File: src/ism_pkg.sv
// Shared types and constants for the interval sort and merge block.
// No dependencies; every other file imports this package.
`default_nettype none

package ism_pkg;

    localparam int MAX_RANGES = 64;
    localparam int PAGE_BITS  = 16;
    localparam int IDX_W      = $clog2(MAX_RANGES);
    localparam int CNT_W      = $clog2(MAX_RANGES + 1);

    typedef logic [PAGE_BITS-1:0] page_t;
    typedef logic [PAGE_BITS:0]   page_ext_t;
    typedef logic [IDX_W-1:0]     idx_t;
    typedef logic [CNT_W-1:0]     cnt_t;

    typedef struct packed {
        page_t lo_page;
        page_t hi_page;
        logic  last_item;
    } in_item_t;

    typedef struct packed {
        page_t merged_start;
        page_t merged_end;
        logic  last_range;
        logic  overflow;
    } out_item_t;

    typedef struct packed {
        logic  en;
        idx_t  addr;
        page_t pg_start;
        page_t pg_end;
    } ism_wr_t;

    typedef struct packed {
        logic gt_start;
        logic gt_end;
    } ism_cmp_t;

    typedef enum logic [2:0] {
        ST_IDLE,
        ST_INS,
        ST_MADDR,
        ST_MFIRST,
        ST_MWALK,
        ST_MLAST
    } ism_state_t;

endpackage

`default_nettype wire

File: src/interval_sort_merge_top.sv
// Top level of the interval sort and merge block: sequencer, output register.
// Depends on ism_pkg, ism_store and ism_cmp.
//
//   channel  signals                        direction  word
//   input    in_valid, in_ready, in_data    in         one page range (in_item_t)
//   output   out_valid, out_ready, out_data out        one merged range (out_item_t)
//
// A range is inserted by a walk that moves each stored range with a larger start up
// one place, one stored entry per cycle through the store's one read and one write
// port; the first range of a set is written directly and a dropped range is not stored.
// The item flagged last then starts a merge walk, one stored entry per cycle,
// held while a merged range waits on a stalled output.
// Reset clears the count, the overflow flag and the output valid, never the store.
`default_nettype none

module interval_sort_merge_top
    import ism_pkg::*;
(
    input  wire logic     clk,
    input  wire logic     rst_n,
    input  wire logic     in_valid,
    output logic          in_ready,
    input  wire in_item_t in_data,
    output logic          out_valid,
    input  wire logic     out_ready,
    output out_item_t     out_data
);

    ism_state_t state_reg, state_next;
    cnt_t       count_reg, count_next;
    logic       ovf_reg, ovf_next;
    idx_t       pos_reg, pos_next;
    idx_t       idx_reg, idx_next;
    page_t      s_reg, s_next;
    page_t      e_reg, e_next;
    logic       last_reg, last_next;
    page_t      cur_s_reg, cur_s_next;
    page_t      cur_e_reg, cur_e_next;
    logic       out_valid_reg, out_valid_next;
    out_item_t  out_data_reg, out_data_next;

    ism_wr_t    wr;
    idx_t       rd_addr;
    page_t      rd_start;
    page_t      rd_end;
    page_ext_t  cmp_b;
    ism_cmp_t   cmp;

    logic       fire_in;
    logic       out_free;
    logic       full;
    logic       swap;
    page_t      lo;
    page_t      hi;
    cnt_t       cnt_m1;
    logic       ends_here;
    logic       merge;
    logic       shift;

    ism_store u_store (
        .clk      (clk),
        .wr       (wr),
        .rd_addr  (rd_addr),
        .rd_start (rd_start),
        .rd_end   (rd_end)
    );

    // Insertion compares the stored start with the new start; the merge walk
    // compares it with the running end plus one, formed one bit wider.
    assign cmp_b = (state_reg == ST_INS) ? {1'b0, s_reg}
                                         : ({1'b0, cur_e_reg} + page_ext_t'(1));

    ism_cmp u_cmp (
        .a_start ({1'b0, rd_start}),
        .b_start (cmp_b),
        .a_end   (rd_end),
        .b_end   (cur_e_reg),
        .res     (cmp)
    );

    assign in_ready  = (state_reg == ST_IDLE);
    assign fire_in   = in_valid && in_ready;
    assign out_free  = !out_valid_reg || out_ready;
    assign full      = (count_reg == cnt_t'(MAX_RANGES));
    assign swap      = in_data.hi_page < in_data.lo_page;
    assign lo        = swap ? in_data.hi_page : in_data.lo_page;
    assign hi        = swap ? in_data.lo_page : in_data.hi_page;
    assign cnt_m1    = count_reg - cnt_t'(1);
    assign ends_here = ((cnt_t'(idx_reg) + cnt_t'(1)) == count_reg);
    assign merge     = !cmp.gt_start;
    assign shift     = (pos_reg != '0) && cmp.gt_start;

    assign out_valid = out_valid_reg;
    assign out_data  = out_data_reg;

    always_comb
    begin
        state_next = state_reg;
        unique case (state_reg)
            ST_IDLE:
            begin
                if (fire_in)
                begin
                    if (full || (count_reg == '0))
                        state_next = in_data.last_item ? ST_MADDR : ST_IDLE;
                    else
                        state_next = ST_INS;
                end
            end
            ST_INS:
            begin
                if (!shift)
                    state_next = last_reg ? ST_MADDR : ST_IDLE;
            end
            ST_MADDR:
                state_next = ST_MFIRST;
            ST_MFIRST:
                state_next = (count_reg == cnt_t'(1)) ? ST_MLAST : ST_MWALK;
            ST_MWALK:
            begin
                if ((merge || out_free) && ends_here)
                    state_next = ST_MLAST;
            end
            ST_MLAST:
            begin
                if (out_free)
                    state_next = ST_IDLE;
            end
            default:
                state_next = ST_IDLE;
        endcase
    end

    always_comb
    begin
        count_next     = count_reg;
        ovf_next       = ovf_reg;
        pos_next       = pos_reg;
        idx_next       = idx_reg;
        s_next         = s_reg;
        e_next         = e_reg;
        last_next      = last_reg;
        cur_s_next     = cur_s_reg;
        cur_e_next     = cur_e_reg;
        out_valid_next = out_valid_reg && !out_ready;
        out_data_next  = out_data_reg;
        wr.en          = 1'b0;
        wr.addr        = pos_reg;
        wr.pg_start    = s_reg;
        wr.pg_end      = e_reg;
        rd_addr        = idx_reg;

        unique case (state_reg)
            ST_IDLE:
            begin
                // Fetch the top stored entry ahead of the insertion walk.
                rd_addr = cnt_m1[IDX_W-1:0];
                if (fire_in)
                begin
                    s_next    = lo;
                    e_next    = hi;
                    last_next = in_data.last_item;
                    pos_next  = count_reg[IDX_W-1:0];
                    if (full)
                    begin
                        ovf_next = 1'b1;
                    end
                    else if (count_reg == '0)
                    begin
                        wr.en       = 1'b1;
                        wr.addr     = '0;
                        wr.pg_start = lo;
                        wr.pg_end   = hi;
                        count_next  = cnt_t'(1);
                    end
                end
            end
            ST_INS:
            begin
                if (shift)
                begin
                    // Move the larger entry up one place and fetch the next one down.
                    wr.en       = 1'b1;
                    wr.pg_start = rd_start;
                    wr.pg_end   = rd_end;
                    pos_next    = pos_reg - idx_t'(1);
                    rd_addr     = pos_reg - idx_t'(2);
                end
                else
                begin
                    wr.en      = 1'b1;
                    count_next = count_reg + cnt_t'(1);
                end
            end
            ST_MADDR:
            begin
                rd_addr = '0;
            end
            ST_MFIRST:
            begin
                cur_s_next = rd_start;
                cur_e_next = rd_end;
                idx_next   = idx_t'(1);
                rd_addr    = idx_t'(1);
            end
            ST_MWALK:
            begin
                if (merge)
                begin
                    if (cmp.gt_end)
                        cur_e_next = rd_end;
                    if (!ends_here)
                    begin
                        idx_next = idx_reg + idx_t'(1);
                        rd_addr  = idx_reg + idx_t'(1);
                    end
                end
                else if (out_free)
                begin
                    out_valid_next             = 1'b1;
                    out_data_next.merged_start = cur_s_reg;
                    out_data_next.merged_end   = cur_e_reg;
                    out_data_next.last_range   = 1'b0;
                    out_data_next.overflow     = ovf_reg;
                    cur_s_next                 = rd_start;
                    cur_e_next                 = rd_end;
                    if (!ends_here)
                    begin
                        idx_next = idx_reg + idx_t'(1);
                        rd_addr  = idx_reg + idx_t'(1);
                    end
                end
            end
            ST_MLAST:
            begin
                if (out_free)
                begin
                    out_valid_next             = 1'b1;
                    out_data_next.merged_start = cur_s_reg;
                    out_data_next.merged_end   = cur_e_reg;
                    out_data_next.last_range   = 1'b1;
                    out_data_next.overflow     = ovf_reg;
                    count_next                 = '0;
                    ovf_next                   = 1'b0;
                end
            end
            default:
            begin
                count_next = count_reg;
            end
        endcase
    end

    always_ff @(posedge clk or negedge rst_n)
    begin
        if (!rst_n)
        begin
            state_reg     <= ST_IDLE;
            count_reg     <= '0;
            ovf_reg       <= 1'b0;
            out_valid_reg <= 1'b0;
        end
        else
        begin
            state_reg     <= state_next;
            count_reg     <= count_next;
            ovf_reg       <= ovf_next;
            out_valid_reg <= out_valid_next;
        end
    end

    always_ff @(posedge clk)
    begin
        pos_reg      <= pos_next;
        idx_reg      <= idx_next;
        s_reg        <= s_next;
        e_reg        <= e_next;
        last_reg     <= last_next;
        cur_s_reg    <= cur_s_next;
        cur_e_reg    <= cur_e_next;
        out_data_reg <= out_data_next;
    end

endmodule

`default_nettype wire

File: src/ism_store.sv
// Range store: start and end page memories, one write and one registered read port.
// Depends on ism_pkg.
`default_nettype none

module ism_store
    import ism_pkg::*;
(
    input  wire logic    clk,
    input  wire ism_wr_t wr,
    input  wire idx_t    rd_addr,
    output page_t        rd_start,
    output page_t        rd_end
);

    page_t start_mem [MAX_RANGES];
    page_t end_mem   [MAX_RANGES];
    page_t rd_start_reg;
    page_t rd_end_reg;

    always_ff @(posedge clk)
    begin
        if (wr.en)
        begin
            start_mem[wr.addr] <= wr.pg_start;
            end_mem[wr.addr]   <= wr.pg_end;
        end
        rd_start_reg <= start_mem[rd_addr];
        rd_end_reg   <= end_mem[rd_addr];
    end

    assign rd_start = rd_start_reg;
    assign rd_end   = rd_end_reg;

endmodule

`default_nettype wire

File: src/ism_cmp.sv
// Shared compare unit used by both the insertion walk and the merge walk.
// Depends on ism_pkg.
`default_nettype none

module ism_cmp
    import ism_pkg::*;
(
    input  wire page_ext_t a_start,
    input  wire page_ext_t b_start,
    input  wire page_t     a_end,
    input  wire page_t     b_end,
    output ism_cmp_t       res
);

    assign res.gt_start = a_start > b_start;
    assign res.gt_end   = a_end > b_end;

endmodule

`default_nettype wire

File: config.mk
export PLATFORM = sky130hd
export DESIGN_NAME = interval_sort_merge_top
export DESIGN_NICKNAME = d
export VERILOG_FILES = /design/src/ism_pkg.sv /design/src/interval_sort_merge_top.sv /design/src/ism_store.sv /design/src/ism_cmp.sv
export SDC_FILE = /design/constraint.sdc
export NUM_CORES = 2
export LEC_CHECK = 0
export ABC_AREA = 1
export BUFFER_PORTS_ARGS = -buffer_cell sky130_fd_sc_hd__buf_2
export CAP_MARGIN = 10
export CORE_MARGIN = 8
export CORE_UTILIZATION = 25
export CTS_BUF_LIST = sky130_fd_sc_hd__clkbuf_16
export CTS_CLUSTER_DIAMETER = 50
export DETAILED_ROUTE_END_ITERATION = 16
export PLACE_DENSITY = 0.44
export SETUP_SLACK_MARGIN = 0.02
export SLEW_MARGIN = 20
export SYNTH_ARGS = -nofsm -noshare
export SYNTH_HDL_FRONTEND = slang
export SYNTH_SLANG_ARGS = --single-unit
File: constraint.sdc
create_clock -name clk -period 14 [get_ports clk]
set_clock_uncertainty 0.2 [all_clocks]
set_input_delay 0 -clock clk [delete_from_list [all_inputs] [get_ports clk]]
set_output_delay 0 -clock clk [all_outputs]
set_load 0.01 [all_outputs]
# Word level (Yosys, flattened, before mapping)
# Memory sizes are Yosys's and may differ from the RTL's. A register that Yosys moved wholly into a read port is not among the register bits.
# Index checks and enable logic that the tools add are counted.
[word_totals] mem_count=2 output_inout_bits=36 ramBits=2048 register_bits=123
[mem_list] name="u_store.end_mem" depth=64 width=16 rd=1 rd_ports_with_merged_regs=1 write_ports=1 line="ism_store.sv:16" rtl="page_t end_mem [MAX_RANGES];"
[mem_list] name="u_store.start_mem" depth=64 width=16 rd=1 rd_ports_with_merged_regs=1 write_ports=1 line="ism_store.sv:15" rtl="page_t start_mem [MAX_RANGES];"
[op_classes] muxes=54 order_cmp=3 reduce_logical=26 eq_ne=20 add_sub_neg=7
[op_table] cell="$mux 39" count=3
[op_table] cell="$mux 16" count=7
[op_table] cell="$mux 34" count=3
[op_table] cell="$pmux 34 s2" count=1
[op_table] cell="$pmux 16 s2" count=2
[op_table] cell="$pmux 32 s2" count=1
[op_table] cell="$mux 6" count=7
[op_table] cell="$mux 7" count=5
[op_table] cell="$mux 32" count=1
[op_table] cell="$pmux 6 s5" count=1
[op_table] cell="$pmux 6 s2" count=2
[op_table] cell="$pmux 7 s3" count=1
[op_table] cell="$pmux 3 s6" count=1
[op_table] cell="$add 16x1->17 const B" count=1
[op_table] cell="$gt 16x17->1" count=1
[op_table] cell="$mux 17" count=1
[op_table] cell="$gt 16x16->1" count=1
[op_table] cell="$lt 16x16->1" count=1
[op_table] cell="$ne 2x2->1 const B" count=7
[op_table] cell="$mux 3" count=4
[op_table] cell="$reduce_and 4->1" count=3
[op_table] cell="$sub 6x1->6 const B" count=2
[op_table] cell="$reduce_and 3->1" count=3
[op_table] cell="$mux 1" count=8
[op_table] cell="24 further kinds" count=43

# Longest topological paths before layout
[depth] depth_word=8 depth_mapped=43 depth_no_buf=41

# Modules after synthesis
# A second synthesis with hierarchy kept.
[unflattened] cells_unflattened=7834 hier_area_um2=91263.8
[modules_own_cells] mod="ism_store" area_each_um2=82805.7 n_inst=1 cells_per_inst=6773
[modules_own_cells] mod="interval_sort_merge_top" area_each_um2=7529.7 n_inst=1 cells_per_inst=907
[modules_own_cells] mod="ism_cmp" area_each_um2=928.4 n_inst=1 cells_per_inst=154

# Worst setup path before layout
# No wires, ideal clock.
[synth_path] path_kind="register to register" startpoint="register state_reg[1]" endpoint="memory u_store.end_mem[0][0] (netlist name), data pin" slack_ps=6828 setup_ps=1009 arrival_time_ps=5963 path_stages_with_launch=10 synth_period_minus_slack_ps=7172 path_buffers=1 path_cell_list="dfrtp_1 > nor2_1 > inv_1 > nor2_1 > nand2_1 > inv_1 > nand2_1 > inv_1 > clkbuf_1 > o311ai_0"
[synth_lines] element="from (decl)" line="interval_sort_merge_top.sv:29" rtl="ism_state_t state_reg, state_next;"
[synth_lines] element="from (signal assigned)" line="interval_sort_merge_top.sv:265" rtl="state_reg <= state_next;"
[synth_lines] element="to (decl)" line="ism_store.sv:16"

# Final worst setup path
[layout_path] startpoint="register state_reg[0]" endpoint="register u_store.rd_end_reg[9] (netlist: u_store.rd_end[9]) (read register of u_store.end_mem)"
[layout_via] elab_chain_len=6 elab_cells_between_ends=11
[layout_lines] element="$eq 3x1->1" line="interval_sort_merge_top.sv:70, interval_sort_merge_top.sv:153"
[layout_lines] element="$mux 17" line="interval_sort_merge_top.sv:70" rtl="assign cmp_b = (state_reg == ST_INS) ? {1'b0, s_reg}"
[layout_lines] element="$gt 16x17->1" line="ism_cmp.sv:15" rtl="assign res.gt_start = a_start > b_start;"
[layout_lines] element="$logic_and 1x1->1" line="interval_sort_merge_top.sv:91" rtl="assign shift = (pos_reg != '0) && cmp.gt_start;"
[layout_lines] element="$mux 6" line="interval_sort_merge_top.sv:180" rtl="if (shift)"
[layout_lines] element="$pmux 6 s5 (*)" line="interval_sort_merge_top.sv:153" rtl="unique case (state_reg)"
[layout_lines] element="to (decl)" line="ism_store.sv:18" rtl="page_t rd_end_reg;"
# Mark *: on every way between the ends. The rest lies on a longest branch, timed or not.
# A chain may end at the register's enable or synchronous reset.

==> impl_metrics.json <==
{
  "status": "finished clean",
  "syn_inst": 8932,
  "fin_setup_tns_ns": 0,
  "max-slew-margin-rel_pct": 17.2,
  "yosysTopAreaCell": "edfxtp_1",
  "rows": 230,
  "crit_fanout": 52,
  "ys_seq_area_share_pct": 66.9,
  "dpl_cell_area_um2": 105000,
  "area_growth_syn_to_layout_pct": 18.1,
  "grt_overflow": 0,
  "drtIter0Drc": 6708,
  "hold_path_depth": 4,
  "synth_top_area_share_pct": 66.0,
  "clockBufferDepth": 4,
  "synth_edf_count": 2159,
  "cap_violations": 0,
  "ys.flop_type": "edfxtp_1",
  "wl_met2_mm": 160,
  "drive_gt1_share_pct": 9.28,
  "grtUsageTotal_pct": 16.2,
  "cts_buffers": 305,
  "reg2reg_from": "state_reg[0]",
  "initial_utilization_pct": 25.1,
  "critPathMaxStageDelay_ns": 1.00,
  "clk_latency_ns": 0.91,
  "synth-seq-cells": 2203,
  "grt_pass1_wl_mm": 497,
  "yosysWarnings": 0,
  "hp-start": "in_data[19]",
  "reg2reg_depth": 31,
  "cts-root-buf": "clkbuf_16",
  "die_area_um2": 413000,
  "cp.required_ns": 14.58,
  "synthesis.nets": 9025,
  "routed_via_density": 4.74,
  "slew_viol_final": 0,
  "fill_cells": 40100,
  "max_freq_ghz": 0.102,
  "multi_input_area_um2": 25700,
  "cts_tree": "done",
  "coreArea_um2": 392000,
  "drtPass1Iterations": 7,
  "crit_top_cell": "nand2_1",
  "antenna_found_initial": 17,
  "cp-end-kind": "flop",
  "holdPathEnd": "e_reg[2]",
  "nNetsFinal": 9107,
  "gp_congestion": 0.824,
  "cpMaxStageDelayCell": "clkinv_1",
  "clkSinkCount": 2203,
  "fin_cells": 14500,
  "cts_setup_buffers": 0,
  "yosys.cell_types.count": 45,
  "r2r_end": "u_store.rd_end[9]",
  "setup_viol": 0,
  "hpwl_mm": 183,
  "critPathArrivalTime_ns": 10.36,
  "dp.cells": 13800,
  "grt_max_degree": 178,
  "critPathLaunchType": "flop",
  "synth.area.top_cells": "edfxtp_1, nand3_1, nand3b_1",
  "via_count": 68700,
  "dieWidth_um": 643,
  "dr_wl_met3_mm": 22.9,
  "fin_crit_ns": 9.78,
  "synth_area_um2": 98200,
  "pin_count": 73,
  "path_class": "flop to flop",
  "r2r_slack_ns": 4.22,
  "grt_pass1_vias": 66900,
  "hold_viol": 0,
  "wl_met1_mm": 155,
  "clk_pin_slew_worst_paths_ns": 0.06,
  "die_height_um": 643,
  "h-tree-depth": 5,
  "hp-class": "primary input to flop",
  "finalCritPeriodShare_pct": 69.8,
  "final_area_um2": 116000,
  "wl_mm": 349,
  "dr.max_layer_used": "met5",
  "regArea_um2": 65800,
  "tightest_slew_ns": 1.24,
  "port_buffers": 72,
  "post_drt_wl_per_cell_um": 24.1,
  "rsz0062_at_grt": "false",
  "ant_nets": 0,
  "ys_async_sr_fraction_pct": 0.545,
  "syn_area_per_cell_um2": 11.0,
  "drc": 0
}
[kinds of logic (layout without fill, tap and decap cells)]
group	count (synthesis)	after routing	share of synthesized area, %
XOR/XNOR	13	13	0.116
flip-flops	2203	2203	66.9
other	0	5	0
AND/OR/NAND/NOR	4565	4565	23.2
AO/OA/AOI/OAI	238	238	1.42
buffers and inverters	1857	2183	7.60
adder cells (fa/ha/maj)	56	56	0.713
[synth_stat cells (13+ instances only)]
| cell type | count |
|---|---|
| a21oi_1 | 57 |
| a31oi_1 | 13 |
| buf_1 | 31 |
| buf_2 | 302 |
| buf_4 | 28 |
| clkbuf_1 | 222 |
| dfxtp_1 | 32 |
| edfxtp_1 | 2159 |
| ha_1 | 56 |
| inv_1 | 1261 |
| nand2_1 | 1435 |
| nand3_1 | 2204 |
| nand3b_1 | 735 |
| nand4_1 | 17 |
| nor2_1 | 143 |
| o211ai_1 | 18 |
| o21ai_0 | 96 |
| o22ai_1 | 16 |
| o311ai_0 | 17 |
[routing by layer]
| metal | vias to the layer above | global-route usage [%] |
|---|---|---|
| li1 | 31100 | - |
| met5 | - | 0 |
| met4 | 2 | 4.76 |
| met2 | 2426 | 26.3 |
| met3 | 494 | 2.73 |
| met1 | 34700 | 22.1 |
[through the flow]
stage,hold WS (ns),worst slack (ns),util [%]
detailed placement,-0.277,4.35,26.8
finish,0.0725,4.22,29.6
CTS,0.0202,4.30,29.6
floorplan,-0.496,6.83,-
global placement,-0.282,4.23,26.8
global route,0.0772,3.71,29.6
[critical path: cells and delay by family, from the launching register on]
| kind | cells | cell delay (ns) |
|---|---|---|
| and+or+nand+nor | 22 | 4.13 |
| AOI/OAI and AO/OA | 2 | 0.18 |
| buffers and inverters | 6 | 4.26 |
| adders and majority gates | 1 | 0.31 |
| DFF | 1 | 0.40 |
[cell usage in the layout, fill, tap and decap left out, types with 56 or more instances in the layout]
master         netlist  routed
nor2_4               0      64
nand2_1           1435    1434
a21oi_1             57      57
nor2_1             143      78
buf_2              302      72
clkbuf_16            0     312
ha_1                56      56
inv_1             1261    1292
edfxtp_1          2159    2159
o21ai_0             96      94
nand3b_1           735     735
nand3_1           2204    2204
buf_4               28     182
dlygate4sd3_1        0      88
[timing repair]
action | 4_1_cts | 5_1_grt
hold endpoints to repair | 347 | 0
hold buffers | 88 | 0
resized for setup | 0 | 0
[worst max path at each step]
stage,start,end,cells after the start
2_1_floorplan,state_reg[1],u_store.end_mem[0][0],9
3_3_place_gp,state_reg[0],u_store.rd_start[2],31
6_report,state_reg[0],u_store.rd_end[9],31
3_5_place_dp,state_reg[0],u_store.rd_start[2],31
4_1_cts,state_reg[0],u_store.rd_start[2],31
5_1_grt,state_reg[0],u_store.rd_end[9],31
[cell type report]
type / instances / share of cell area, %
Antenna cell: 5 / 0.0108
Clock buffer: 312 / 6.73
Clock inverter: 239 / 2.05
Inverter: 1272 / 4.13
Multi-Input combinational cell: 4872 / 22.2
Sequential cell: 2203 / 56.7
Tap cell: 5220 / 5.63
Timing Repair Buffer: 360 / 2.56
Power is not shown: default switching activity piles up to over one toggle a cycle in this logic, so the estimate is an artifact.
